### src/design/asr_pkg.sv
`timescale 1ns / 1ps
package asr_pkg;

	// sizing
	localparam int unsigned MAX_RADIUS     = 255;
	localparam int unsigned COORD_BITS_DEF = 12;
	localparam int unsigned RADIUS_BITS    = 8;
	localparam int unsigned RAD_SQ_BITS    = 2 * RADIUS_BITS;
	localparam int unsigned ROOT_STEPS     = RADIUS_BITS;
	localparam int unsigned RGB_BITS       = 24;
	localparam int unsigned COLOUR_BITS    = 16;
	localparam int unsigned ADDR_BITS      = 5;
	localparam int unsigned DATA_BITS      = 32;
	localparam int unsigned REG_IDX_BITS   = ADDR_BITS - 2;
	localparam int unsigned QUEUE_DEPTH    = 2;
	localparam int unsigned SPAN_IDX_BITS  = 2;

	// register map, word index
	typedef enum logic [REG_IDX_BITS-1:0] {
		REG_CTR_COL,
		REG_CTR_ROW,
		REG_HOLE_RAD,
		REG_RIM_RAD,
		REG_FILL_RGB
	} reg_index_t;

	// back-end sequencer
	typedef enum logic [1:0] {
		BK_IDLE,
		BK_ROOT_OUTER,
		BK_ROOT_INNER,
		BK_EMIT
	} back_state_t;

	// one classified row on its way from front to back
	typedef struct packed {
		logic [RADIUS_BITS-1:0] dy;
		logic                   use_inner;
		logic [RAD_SQ_BITS-1:0] rad_outer;
		logic [RAD_SQ_BITS-1:0] rad_inner;
	} row_job_t;

	function automatic logic [RADIUS_BITS-1:0] clamp_radius(input logic [RADIUS_BITS-1:0] r);
		logic [RADIUS_BITS-1:0] c;
		if (32'(r) > MAX_RADIUS) c = RADIUS_BITS'(MAX_RADIUS);
		else c = r;
		return c;
	endfunction

	// opaque RGB555: keep the top five bits of each channel
	function automatic logic [COLOUR_BITS-1:0] pack_rgb555(input logic [RGB_BITS-1:0] rgb);
		return {1'b1, rgb[23:19], rgb[15:11], rgb[7:3]};
	endfunction

endpackage

### src/design/asr_isqrt.sv
`timescale 1ns / 1ps
module asr_isqrt import asr_pkg::*; (
	input  logic                   clk,
	input  logic                   arst_n,
	input  logic                   start,
	input  logic [RAD_SQ_BITS-1:0] radicand,
	output logic                   done,
	output logic [RADIUS_BITS-1:0] root
);

	localparam int unsigned CNT_W   = (ROOT_STEPS > 1) ? $clog2(ROOT_STEPS) : 1;
	localparam int unsigned REM_Q_W = RADIUS_BITS + 1;
	localparam int unsigned REM_W   = RADIUS_BITS + 3;

	logic [RAD_SQ_BITS-1:0] rad_q;
	logic [REM_Q_W-1:0]     rem_q;
	logic [RADIUS_BITS-1:0] root_q;
	logic [CNT_W-1:0]       cnt_q;
	logic                   busy_q;
	logic                   done_q;

	logic [REM_W-1:0] rem_sh;
	logic [REM_W-1:0] trial;
	logic             fits;
	logic             last_step;

	// one result bit per step: bring down two radicand bits, try 4*root+1
	always_comb begin
		rem_sh    = {rem_q, rad_q[RAD_SQ_BITS-1 -: 2]};
		trial     = {1'b0, root_q, 2'b01};
		fits      = (rem_sh >= trial);
		last_step = (cnt_q == CNT_W'(ROOT_STEPS - 1));
	end

	// control
	always_ff @(posedge clk or negedge arst_n) begin
		if (!arst_n) begin
			busy_q <= 1'b0;
			done_q <= 1'b0;
			cnt_q  <= '0;
		end else if (start) begin
			busy_q <= 1'b1;
			done_q <= 1'b0;
			cnt_q  <= '0;
		end else begin
			done_q <= busy_q && last_step;
			if (busy_q) begin
				cnt_q <= cnt_q + CNT_W'(1);
				if (last_step) busy_q <= 1'b0;
			end
		end
	end

	// datapath
	always_ff @(posedge clk) begin
		if (start) begin
			rad_q  <= radicand;
			rem_q  <= '0;
			root_q <= '0;
		end else if (busy_q) begin
			rad_q <= {rad_q[RAD_SQ_BITS-3:0], 2'b00};
			if (fits) begin
				rem_q  <= REM_Q_W'(rem_sh - trial);
				root_q <= {root_q[RADIUS_BITS-2:0], 1'b1};
			end else begin
				rem_q  <= REM_Q_W'(rem_sh);
				root_q <= {root_q[RADIUS_BITS-2:0], 1'b0};
			end
		end
	end

	assign done = done_q;
	assign root = root_q;

endmodule

### src/design/asr_queue.sv
`timescale 1ns / 1ps
module asr_queue import asr_pkg::*; #(
	parameter int unsigned DEPTH = QUEUE_DEPTH
) (
	input  logic     clk,
	input  logic     arst_n,
	input  logic     push,
	input  row_job_t push_data,
	input  logic     pop,
	output logic     valid,
	output logic     full,
	output row_job_t head
);

	localparam int unsigned PTR_W = (DEPTH > 1) ? $clog2(DEPTH) : 1;
	localparam int unsigned CNT_W = $clog2(DEPTH + 1);

	row_job_t         entries_q [DEPTH];
	logic [PTR_W-1:0] wr_ptr_q;
	logic [PTR_W-1:0] rd_ptr_q;
	logic [CNT_W-1:0] count_q;

	function automatic logic [PTR_W-1:0] ptr_inc(input logic [PTR_W-1:0] p);
		logic [PTR_W-1:0] n;
		if (p == PTR_W'(DEPTH - 1)) n = '0;
		else n = p + PTR_W'(1);
		return n;
	endfunction

	// pointers and fill level
	always_ff @(posedge clk or negedge arst_n) begin
		if (!arst_n) begin
			wr_ptr_q <= '0;
			rd_ptr_q <= '0;
			count_q  <= '0;
		end else begin
			if (push) wr_ptr_q <= ptr_inc(wr_ptr_q);
			if (pop) rd_ptr_q <= ptr_inc(rd_ptr_q);
			if (push && !pop) count_q <= count_q + CNT_W'(1);
			else if (pop && !push) count_q <= count_q - CNT_W'(1);
		end
	end

	// storage
	always_ff @(posedge clk) begin
		if (push) entries_q[wr_ptr_q] <= push_data;
	end

	assign valid = (count_q != '0);
	assign full  = (count_q == CNT_W'(DEPTH));
	assign head  = entries_q[rd_ptr_q];

endmodule

### src/design/asr_front.sv
`timescale 1ns / 1ps
module asr_front import asr_pkg::*; (
	input  logic                   row_valid,
	input  logic [RADIUS_BITS-1:0] row_offset,
	output logic                   row_stall,
	input  logic [RADIUS_BITS-1:0] hole_rad,
	input  logic [RADIUS_BITS-1:0] rim_rad,
	input  logic                   q_full,
	output logic                   push,
	output row_job_t               job
);

	logic [RADIUS_BITS-1:0] outer_c;
	logic [RADIUS_BITS-1:0] inner_c;
	logic [RAD_SQ_BITS-1:0] dy_sq;
	logic [RAD_SQ_BITS-1:0] outer_sq;
	logic [RAD_SQ_BITS-1:0] inner_sq;
	logic                   no_spans;

	// classify the row and form both radicands
	always_comb begin
		outer_c  = clamp_radius(rim_rad);
		inner_c  = clamp_radius(hole_rad);
		dy_sq    = RAD_SQ_BITS'(row_offset) * RAD_SQ_BITS'(row_offset);
		outer_sq = RAD_SQ_BITS'(outer_c) * RAD_SQ_BITS'(outer_c);
		inner_sq = RAD_SQ_BITS'(inner_c) * RAD_SQ_BITS'(inner_c);
		// empty ring, or row outside it
		no_spans = (outer_c == '0) || (inner_c >= outer_c) || (row_offset > outer_c);

		job.dy        = row_offset;
		job.use_inner = (row_offset <= inner_c);
		job.rad_outer = outer_sq - dy_sq;
		job.rad_inner = inner_sq - dy_sq;
	end

	// rows with nothing to draw are taken and dropped here
	assign row_stall = q_full;
	assign push      = row_valid && !q_full && !no_spans;

endmodule

### src/design/asr_back.sv
`timescale 1ns / 1ps
module asr_back import asr_pkg::*; #(
	parameter int unsigned COORD_BITS = COORD_BITS_DEF
) (
	input  logic                   clk,
	input  logic                   arst_n,
	input  logic                   job_valid,
	input  row_job_t               job,
	output logic                   job_pop,
	input  logic [COORD_BITS-1:0]  ctr_col,
	input  logic [COORD_BITS-1:0]  ctr_row,
	input  logic [COLOUR_BITS-1:0] colour,
	output logic                   span_valid,
	input  logic                   span_stall,
	output logic [COORD_BITS:0]    span_x_start,
	output logic [COORD_BITS:0]    span_x_end,
	output logic [COORD_BITS:0]    span_row,
	output logic [COLOUR_BITS-1:0] span_colour,
	output logic                   last_span
);

	localparam int unsigned W = COORD_BITS + 1;

	back_state_t state_q, state_d;

	row_job_t               job_q;
	logic [RADIUS_BITS-1:0] ox_q;
	logic [RADIUS_BITS-1:0] ix_q;
	logic [SPAN_IDX_BITS-1:0] k_q;

	logic                   out_valid_q;
	logic [W-1:0]           xs_q;
	logic [W-1:0]           xe_q;
	logic [W-1:0]           row_q;
	logic [COLOUR_BITS-1:0] colour_q;
	logic                   last_q;

	logic                   root_start;
	logic [RAD_SQ_BITS-1:0] root_rad;
	logic                   root_done;
	logic [RADIUS_BITS-1:0] root;

	logic                     emit;
	logic                     out_free;
	logic [SPAN_IDX_BITS-1:0] last_idx;
	logic                     is_last;
	logic [W-1:0]             cx_w, cy_w, ox_w, ix_w, dy_w;
	logic [W-1:0]             xs_d, xe_d, row_d;
	logic                     lower_row;

	asr_isqrt u_isqrt (
		.clk      (clk),
		.arst_n   (arst_n),
		.start    (root_start),
		.radicand (root_rad),
		.done     (root_done),
		.root     (root)
	);

	// span count per row: two pieces with a hole, two rows unless dy is zero
	always_comb begin
		if (job_q.use_inner) last_idx = (job_q.dy != '0) ? SPAN_IDX_BITS'(3) : SPAN_IDX_BITS'(1);
		else last_idx = (job_q.dy != '0) ? SPAN_IDX_BITS'(1) : SPAN_IDX_BITS'(0);
		is_last  = (k_q == last_idx);
		out_free = !out_valid_q || !span_stall;
	end

	// span geometry, modulo the output width
	always_comb begin
		cx_w = {ctr_col[COORD_BITS-1], ctr_col};
		cy_w = {ctr_row[COORD_BITS-1], ctr_row};
		ox_w = W'(ox_q);
		ix_w = W'(ix_q);
		dy_w = W'(job_q.dy);
		lower_row = job_q.use_inner ? k_q[1] : k_q[0];
		row_d = lower_row ? (cy_w + dy_w) : (cy_w - dy_w);
		if (!job_q.use_inner) begin
			xs_d = cx_w - ox_w;
			xe_d = cx_w + ox_w;
		end else if (k_q[0]) begin
			xs_d = cx_w + ix_w;
			xe_d = cx_w + ox_w;
		end else begin
			xs_d = cx_w - ox_w;
			xe_d = cx_w - ix_w;
		end
	end

	// sequencer: outer root, optional inner root, then the spans
	always_comb begin
		state_d    = state_q;
		job_pop    = 1'b0;
		root_start = 1'b0;
		root_rad   = job.rad_outer;
		emit       = 1'b0;
		unique case (state_q)
			BK_IDLE: begin
				if (job_valid) begin
					job_pop    = 1'b1;
					root_start = 1'b1;
					state_d    = BK_ROOT_OUTER;
				end
			end
			BK_ROOT_OUTER: begin
				if (root_done) begin
					if (job_q.use_inner) begin
						root_start = 1'b1;
						root_rad   = job_q.rad_inner;
						state_d    = BK_ROOT_INNER;
					end else begin
						state_d = BK_EMIT;
					end
				end
			end
			BK_ROOT_INNER: begin
				if (root_done) state_d = BK_EMIT;
			end
			BK_EMIT: begin
				emit = out_free;
				if (out_free && is_last) state_d = BK_IDLE;
			end
			default: state_d = BK_IDLE;
		endcase
	end

	always_ff @(posedge clk or negedge arst_n) begin
		if (!arst_n) begin
			state_q     <= BK_IDLE;
			k_q         <= '0;
			out_valid_q <= 1'b0;
		end else begin
			state_q <= state_d;
			if (state_q == BK_IDLE) k_q <= '0;
			else if (emit) k_q <= k_q + SPAN_IDX_BITS'(1);
			if (emit) out_valid_q <= 1'b1;
			else if (!span_stall) out_valid_q <= 1'b0;
		end
	end

	// row job, roots and the output register
	always_ff @(posedge clk) begin
		if (job_pop) job_q <= job;
		if (state_q == BK_ROOT_OUTER && root_done) ox_q <= root;
		if (state_q == BK_ROOT_INNER && root_done) ix_q <= root;
		if (emit) begin
			xs_q     <= xs_d;
			xe_q     <= xe_d;
			row_q    <= row_d;
			colour_q <= colour;
			last_q   <= is_last;
		end
	end

	assign span_valid   = out_valid_q;
	assign span_x_start = xs_q;
	assign span_x_end   = xe_q;
	assign span_row     = row_q;
	assign span_colour  = colour_q;
	assign last_span    = last_q;

endmodule

### src/design/annulus_span_rasterizer.sv
// Annulus span rasterizer: one row offset in, up to four colored spans out.
// Each row first waits for its outer square root and, when the row crosses the hole,
// for its inner one; its spans then leave one per cycle while the output is not stalled.
// Rows are worked through one at a time by the one shared 8-step square-root unit, with
// a two-entry queue in front of it; rows with no spans are dropped before the queue.
// Reset clears the configuration registers to zero, empties the row queue and the output.
`timescale 1ns / 1ps
module annulus_span_rasterizer import asr_pkg::*; #(
	parameter int unsigned COORD_BITS = COORD_BITS_DEF
) (
	input  logic                          clk,
	input  logic                          arst_n,
	// configuration
	input  logic                          psel,
	input  logic                          penable,
	input  logic                          pwrite,
	input  logic [ADDR_BITS-1:0]          paddr,
	input  logic [DATA_BITS-1:0]          pwdata,
	output logic [DATA_BITS-1:0]          prdata,
	output logic                          pready,
	// rows in
	input  logic                          row_valid,
	output logic                          row_stall,
	input  logic [RADIUS_BITS-1:0]        row_offset,
	// spans out
	output logic                          span_valid,
	input  logic                          span_stall,
	output logic signed [COORD_BITS:0]    span_x_start,
	output logic signed [COORD_BITS:0]    span_x_end,
	output logic signed [COORD_BITS:0]    span_row,
	output logic [COLOUR_BITS-1:0]        span_colour,
	output logic                          last_span
);

	logic [COORD_BITS-1:0]  ctr_col_q;
	logic [COORD_BITS-1:0]  ctr_row_q;
	logic [RADIUS_BITS-1:0] hole_rad_q;
	logic [RADIUS_BITS-1:0] rim_rad_q;
	logic [RGB_BITS-1:0]    fill_rgb_q;

	logic                    cfg_write;
	logic [REG_IDX_BITS-1:0] reg_idx;

	logic     q_push, q_pop, q_valid, q_full;
	row_job_t q_in, q_head;

	// register file
	assign pready    = 1'b1;
	assign reg_idx   = paddr[ADDR_BITS-1:2];
	assign cfg_write = psel && penable && pwrite && pready;

	always_ff @(posedge clk or negedge arst_n) begin
		if (!arst_n) begin
			ctr_col_q  <= '0;
			ctr_row_q  <= '0;
			hole_rad_q <= '0;
			rim_rad_q  <= '0;
			fill_rgb_q <= '0;
		end else if (cfg_write) begin
			unique case (reg_idx)
				REG_CTR_COL:  ctr_col_q  <= pwdata[COORD_BITS-1:0];
				REG_CTR_ROW:  ctr_row_q  <= pwdata[COORD_BITS-1:0];
				REG_HOLE_RAD: hole_rad_q <= pwdata[RADIUS_BITS-1:0];
				REG_RIM_RAD:  rim_rad_q  <= pwdata[RADIUS_BITS-1:0];
				REG_FILL_RGB: fill_rgb_q <= pwdata[RGB_BITS-1:0];
				default: ;
			endcase
		end
	end

	// read back, centers sign-extended
	always_comb begin
		unique case (reg_idx)
			REG_CTR_COL:  prdata = {{(DATA_BITS-COORD_BITS){ctr_col_q[COORD_BITS-1]}}, ctr_col_q};
			REG_CTR_ROW:  prdata = {{(DATA_BITS-COORD_BITS){ctr_row_q[COORD_BITS-1]}}, ctr_row_q};
			REG_HOLE_RAD: prdata = DATA_BITS'(hole_rad_q);
			REG_RIM_RAD:  prdata = DATA_BITS'(rim_rad_q);
			REG_FILL_RGB: prdata = DATA_BITS'(fill_rgb_q);
			default:      prdata = '0;
		endcase
	end

	asr_front u_front (
		.row_valid  (row_valid),
		.row_offset (row_offset),
		.row_stall  (row_stall),
		.hole_rad   (hole_rad_q),
		.rim_rad    (rim_rad_q),
		.q_full     (q_full),
		.push       (q_push),
		.job        (q_in)
	);

	asr_queue #(
		.DEPTH (QUEUE_DEPTH)
	) u_queue (
		.clk       (clk),
		.arst_n    (arst_n),
		.push      (q_push),
		.push_data (q_in),
		.pop       (q_pop),
		.valid     (q_valid),
		.full      (q_full),
		.head      (q_head)
	);

	asr_back #(
		.COORD_BITS (COORD_BITS)
	) u_back (
		.clk          (clk),
		.arst_n       (arst_n),
		.job_valid    (q_valid),
		.job          (q_head),
		.job_pop      (q_pop),
		.ctr_col      (ctr_col_q),
		.ctr_row      (ctr_row_q),
		.colour       (pack_rgb555(fill_rgb_q)),
		.span_valid   (span_valid),
		.span_stall   (span_stall),
		.span_x_start (span_x_start),
		.span_x_end   (span_x_end),
		.span_row     (span_row),
		.span_colour  (span_colour),
		.last_span    (last_span)
	);

	// queue never written when full
	a_no_overflow: assert property (@(posedge clk) disable iff (!arst_n)
		q_full |-> !q_push) else $error("row queue overflow");

	// back end never pops an empty queue
	a_no_underflow: assert property (@(posedge clk) disable iff (!arst_n)
		q_pop |-> q_valid) else $error("row queue underflow");

	// spans of one row leave without gaps once the sink takes them
	a_span_burst: assert property (@(posedge clk) disable iff (!arst_n)
		span_valid && !span_stall && !last_span |=> span_valid)
		else $error("gap inside a row's span burst");

endmodule

### config.mk
export PLATFORM = sky130hd
export DESIGN_NAME = annulus_span_rasterizer
export DESIGN_NICKNAME = d
export VERILOG_FILES = /design/src/design/asr_pkg.sv /design/src/design/asr_isqrt.sv /design/src/design/asr_queue.sv /design/src/design/asr_front.sv /design/src/design/asr_back.sv /design/src/design/annulus_span_rasterizer.sv
export SDC_FILE = /design/constraint.sdc
export NUM_CORES = 1
export LEC_CHECK = 0
export ABC_CLOCK_PERIOD_IN_PS = 5900
export BUFFER_PORTS_ARGS = -buffer_cell sky130_fd_sc_hd__buf_2
export CORE_ASPECT_RATIO = 0.6
export CORE_UTILIZATION = 55
export CTS_CLUSTER_DIAMETER = 50
export DETAILED_ROUTE_END_ITERATION = 8
export PLACE_DENSITY_LB_ADDON = 0.15
export SKIP_LAST_GASP = 1
export SLEW_MARGIN = 20
export SYNTH_ARGS = -nofsm -noshare
export SYNTH_HDL_FRONTEND = slang
export SYNTH_HIERARCHICAL = 1
export SYNTH_SLANG_ARGS = --single-unit
### constraint.sdc
create_clock -name clk -period 5.9 [get_ports clk]
set_clock_uncertainty 0.2 [all_clocks]
set_input_delay 0.295 -clock clk [delete_from_list [all_inputs] [get_ports clk]]
set_output_delay 0.295 -clock clk [all_outputs]
set_load 0.03 [all_outputs]
==> flow_summary.ini, run 1 <==
[synthesis]
ys.flop_type = edfxtp_1
ys_types = 83
yosysWarnings = 6
ys_seq_area_share_pct = 39.3
synth_most_common_cell = inv_1
yosys-top-cells-area = edfxtp_1, ha_1, fa_1
syn_area_per_cell_um2 = 11.4
synth_edf_count = 195
synth_seq_cells = 290
synth_top_area_cell = edfxtp_1
netlist_instances = 1814
synthTopCellsByCount = inv_1, edfxtp_1, ha_1, nor2_1, fa_1
synth.top_cell.area_share_pct = 28.2
async_flop_share_pct = 26.9
mappedNetlistArea_um2 = 20800

[clocking]
insertion_delay_ps = 570
cts_max_level = 1
numClockSinks = 290
clkTransAtPathRegs_ps = 60
clock_path_buffers = 3
numCtsBuffers = 28
tritoncts = done
clockRootBuffer = clkbuf_16

[grt]
first_global_vias = 14300
gr-total-overflow = 0
grt_max_degree = 79
antenna_found_initial = 0
grt_pass1_wl_um = 78800
globalRouteTotalUtil_pct = 26.0

[power_and_ir_drop]
p_int_uw = 9170
power_frac_comb_pct = 64.6
seqPwrFrac_pct = 23.4
cellLeakagePower_uw = 0.0113
powerDensity_nw_per_um2 = 640
p_clk_share_pct = 12.0
ir_drop_uv = 805
switching_share_pct = 41.9
switchingPower_uw = 6610

[floorplan]
die_h_um = 152
die-area_um2 = 38500
ios = 143
start_util_pct = 56.5
rows = 54
core_um2 = 36800
fp.dieW_um = 253

[layout]
utilization_pct = 67.1
area_delta_synth_final_pct = 18.9
drive_gt1_share_pct = 27.4
final_area_um2 = 24700
register_area_um2 = 8150
n_antenna_cell = 0
layoutNonFillerInstCount = 2606
nets = 2431
nFillCells = 2770
multi_input_area_um2 = 11900

[sta]
slew_viol_final = 0
fin_crit_sh_pct = 118
setup_violations = 36
finalHoldViolCount = 0
rsz0062_at_grt = true
worst_slew_pin_slew_ps = 926
holdWs_ps = 71.1
setup_ws_ps = -1090
fin_crit_ps = 6990
timing.fmax_mhz = 143
slew-limit-headroom_pct = 38.1

[routing]
ant_nets = 0
wl_per_cell_um = 18.8
drtIter0Drc = 923
vias = 14400
dr.pass1.iters = 5
via_per_inst = 5.53
drc = 0
wl_um = 49100

[critical_path]
critical-path-max-stage-delay_ps = 520
reg2reg_from = hole_rad_q[0]$_DFFE_PN0P_
reg2reg_depth = 16
r2r_end = u_queue/entries_q[0][15]$_DFFE_PP_
cp-start-kind = primary input
cp_common_cell = fa_1
worst_ep_arrival_time_ps = 7050
crit_path_end_kind = flop
criticalPathCategory = primary input to flop
reg2reg_slack_ps = 640
crit_slowest_cell = fa_1
required_ps = 5960
cp_max_fo = 8

[hold_path]
hp-start = row_offset[2]
hold_depth = 4
worstHoldEndpoint = u_queue/entries_q[1][35]$_DFFE_PP_
hold_path.class = primary input to flop

[place]
post-place-ws_ps = -1760
placed_cell_area_um2 = 22800
io_buffers = 131
dpl.cell_count = 2505
hpwl_um = 37000
gp_congestion = 0.909

[run_status]
outcome = finished, violations left
failed_checks = setup timing

[job]
cap_violations = 0
[per-layer routing]
metal | vias to the layer above | wire length [um] | GRT usage (%)
met5 | - | 0 | 0
met4 | 0 | 944 | 5.31
met3 | 62 | 3670 | 5.40
met2 | 440 | 21100 | 38.2
met1 | 7109 | 23300 | 39.6
li1 | 6806 | - | -
[state kept, by name, summed over array words and instances, names as in the netlist, 2 cells and up]
| register | cells |
|---|---|
| u_queue/entries_q | 82 |
| u_back/job_q | 17 |
| u_back/span_row | 13 |
| u_back/ix_q | 8 |
| ctr_row_q | 12 |
| hole_rad_q | 8 |
| fill_rgb_q | 24 |
| u_back/span_colour | 16 |
| u_back/dy_w | 8 |
| u_back/span_x_end | 13 |
| u_back/u_isqrt/cnt_q | 3 |
| u_back/u_isqrt/rad_q | 16 |
| u_back/ox_q | 8 |
| rim_rad_q | 8 |
| ctr_col_q | 12 |
| u_back/k_q | 2 |
| u_back/u_isqrt/root | 8 |
| u_queue/count_q | 2 |
| u_back/span_x_start | 13 |
| u_back/state_q | 2 |
| u_back/u_isqrt/rem_q | 9 |
[repair_timing]
item | in CTS | in global routing
setup buffers | 11 | 8
endpoints found under the setup margin | 36 | 36
gates resized for setup | 48 | 46
pin swaps | 55 | 42
hold buffers | 33 | 0
endpoints found under the hold margin | 157 | 0
[logic make-up after synthesis]
| family | Yosys count | share of synthesized area (%) |
|---|---|---|
| and+or+nand+nor | 358 | 8.57 |
| other | 2 | 0.0362 |
| adders and majority gates | 299 | 21.9 |
| buffers and inverters | 300 | 6.41 |
| AOI/OAI and AO/OA | 287 | 9.31 |
| xor gates and xnor gates | 106 | 4.47 |
| DFF | 290 | 39.3 |
| muxes | 172 | 10.1 |
[power by group through the flow]
stage | combinational (uW) | sequential (uW) | clock (uW)
2_1_floorplan | 6200 | 3910 | 0
3_3_place_gp | 8850 | 3700 | 0
3_5_place_dp | 9130 | 3730 | 0
4_1_cts | 9740 | 3690 | 1930
5_1_grt | 11300 | 3760 | 2010
6_report | 10200 | 3700 | 1890
[through the flow]
stage	total power (uW)	TNS (ps)
finish	15800	-24230
global route	17100	-31160
CTS	15400	-23340
detailed placement	12900	-45440
global placement	12500	-40810
floorplan	10100	-23460
[worst max-delay path, delay by kind of cell]
family          cells  cell delay [ps]
compound gates      7             1290
buf+inv             8              430
xor+xnor            3              380
fa+ha+maj          10             3920
simple gates        4              720
[layout make-up]
cell class / count / area share, %
multi-input combinational: 1226 / 48.2
timing repair buffer: 300 / 8.64
clock inverter: 13 / 0.766
inverter: 234 / 3.56
tap: 504 / 2.56
sequential: 290 / 33.0
clock buffer: 39 / 3.26
[layout by cell type (no fill, tap or decap), types with 35 or more instances in the layout]
master / n
o21ai_0: 42
a21oi_1: 72
a21o_1: 35
inv_1: 219
ha_1: 175
xor2_1: 35
fa_1: 104
mux2_2: 100
edfxtp_1: 195
xnor2_1: 57
nor2_1: 126
dfrtp_1: 77
nand2_1: 69
mux2_4: 49
buf_4: 121
buf_2: 124
[worst max-delay path by stage]
stage	start	end	slack, ps	depth (start not counted)
floorplan	row_offset[5]	u_queue/entries_q[0][15]$_DFFE_PP_	-1320	28
global placement	row_offset[3]	u_queue/entries_q[0][31]$_DFFE_PP_	-1640	30
detailed placement	row_offset[3]	u_queue/entries_q[0][31]$_DFFE_PP_	-1760	33
CTS	row_offset[2]	u_queue/entries_q[0][15]$_DFFE_PP_	-1140	29
global route	row_offset[3]	u_queue/entries_q[0][15]$_DFFE_PP_	-1390	32
finish	row_offset[3]	u_queue/entries_q[0][15]$_DFFE_PP_	-1090	32
No activity file was read; power rests on OpenSTA's default activity.
==> inputs of run 2 (changes only) <==
- RECOVER_POWER: default -> 100
- REMOVE_ABC_BUFFERS: default -> 1
==> flow_summary.ini, run 2 (synthesized netlist as in run 1, its figures left out) <==
[layout]
area_delta_synth_final_pct = 20.1
utilization_pct = 67.8
final_area_um2 = 24900
nFillCells = 2778
final_cell_mix = inv_1, edfxtp_1, ha_1
nets = 2452
top_regs = u_queue/entries_q (82), fill_rgb_q (24), u_back/job_q (17)
largest_register_ffs = 82
layoutNonFillerInstCount = 2630
final_common_cell = inv_1
regMostFlops = u_queue/entries_q
drive_gt1_share_pct = 29.0

[critical_path]
worst_ep_arrival_time_ps = 7290
cp_common_cell = fa_1
crit_path_end_kind = flop
criticalPathCategory = primary input to flop
cp_top_family = adder cells
required_ps = 5990
critical-path-max-stage-delay_ps = 540
cp_max_fo = 6
reg2reg_slack_ps = 570
cp-start-kind = primary input
cp.buffers_inverters = 10
crit_slowest_cell = fa_1

[sta]
setup_ws_ps = -1300
slew_viol_final = 0
fin_crit_ps = 7200
finalHoldViolCount = 0
setup_violations = 36
worst_slew_pin_slew_ps = 1090
holdWs_ps = 147
rsz0062_at_grt = true
fin_crit_sh_pct = 122
timing.fmax_mhz = 139
slew-limit-headroom_pct = 27.3

[clocking]
numClockSinks = 290
clock_path_buffers = 3
clockRootBuffer = clkbuf_16
clkTransAtPathRegs_ps = 70
numCtsBuffers = 29
cts_max_level = 1
tritoncts = done
insertion_delay_ps = 570

[job]
cap_violations = 0

[grt]
first_global_vias = 14700
grt_pass1_wl_um = 83300
gr-total-overflow = 0
antenna_found_initial = 5
grt_max_degree = 65
globalRouteTotalUtil_pct = 28.1

[floorplan]
die_h_um = 152
die-area_um2 = 38500
core_um2 = 36800
start_util_pct = 56.5
fp.dieW_um = 253
ios = 143
rows = 54

[place]
placed_cell_area_um2 = 22700
hpwl_um = 39800
gp_congestion = 0.968
io_buffers = 131
dpl.cell_count = 2521

[routing]
wl_per_cell_um = 20.4
dr.pass1.iters = 5
via_per_inst = 5.63
drtIter0Drc = 1332
vias = 14800
drc = 0
wl_um = 53700
ant_nets = 0

[hold_path]
hold_path.class = primary input to flop

[run_status]
outcome = finished, violations left
failed_checks = setup timing
==> run 2: cell types whose count changed in the layout (fill, tap and decap cells not counted), sizes merged <==
cell | before | now
diode | 0 | 4
buf | 267 | 285
bufinv | 3 | 1
inv | 238 | 237
clkinv | 5 | 7
clkinvlp | 1 | 2
dlygate4sd3 | 33 | 35
==> run 2: metrics by stage <==
| step | setup TNS (ps) | worst slack (ps) |
|---|---|---|
| final | -32490 | -1300 |
| after global routing | -39040 | -1490 |
| after CTS | -30030 | -1210 |
| after detailed placement | -59480 | -2040 |
| after global placement | -56040 | -1880 |
| after floorplan | -47760 | -1540 |
==> run 2: path summary, 6_finish.rpt <==
path                                            start                                 end  cells after the start
hold reg to reg            fill_rgb_q[15]$_DFFE_PN0P_     u_back/span_colour[9]$_DFFE_PP_                      0
hold / removal                                penable            rim_rad_q[3]$_DFFE_PN0P_                      4
min in group asynchronous                      arst_n           ctr_col_q[10]$_DFFE_PN0P_                      3
max in group asynchronous                      arst_n          fill_rgb_q[16]$_DFFE_PN0P_                      3
setup / recovery                        row_offset[2]  u_queue/entries_q[1][31]$_DFFE_PP_                     31
setup reg to reg             rim_rad_q[1]$_DFFE_PN0P_  u_queue/entries_q[0][30]$_DFFE_PP_                     15
==> run 2: routing by layer <==
layer	vias up	track usage (%)	wire, um
met5	-	0	10
met4	2	5.37	960
met3	76	5.91	4820
met2	517	40.1	22300
met1	7352	43.9	25600
li1	6851	-	-
==> run 2: final cells by class <==
cell class / instances / area [um2] / share of cell area [%]
antenna: 4 / 10.0 / 0.0401
clock buffer: 39 / 815 / 3.27
multi-input combinational: 1226 / 12100 / 48.3
sequential: 290 / 8150 / 32.7
tap: 504 / 631 / 2.53
inverter: 234 / 881 / 3.53
clock inverter: 13 / 118 / 0.472
timing repair buffer: 320 / 2280 / 9.14
==> run 2: repair_timing <==
item                                    in CTS  in global routing
hold buffers                                34                  1
gates resized for setup                     91                 81
setup buffers                               14                 14
pin swaps                                   79                 88
endpoints found under the setup margin      36                 40
endpoints found under the hold margin      168                  2
==> run 2: worst register-to-register path: cells and delay by family (launching register included) <==
| kind | cells | cell delay [ps] |
|---|---|---|
| fa+ha+maj | 5 | 2440 |
| compound gates | 4 | 810 |
| simple gates | 3 | 770 |
| buf+inv | 3 | 480 |
| flops | 1 | 470 |
Power of run 2 is left out: the tool's default activity adds up to more than one toggle a clock period on the data nets, which glitch-free logic cannot reach.
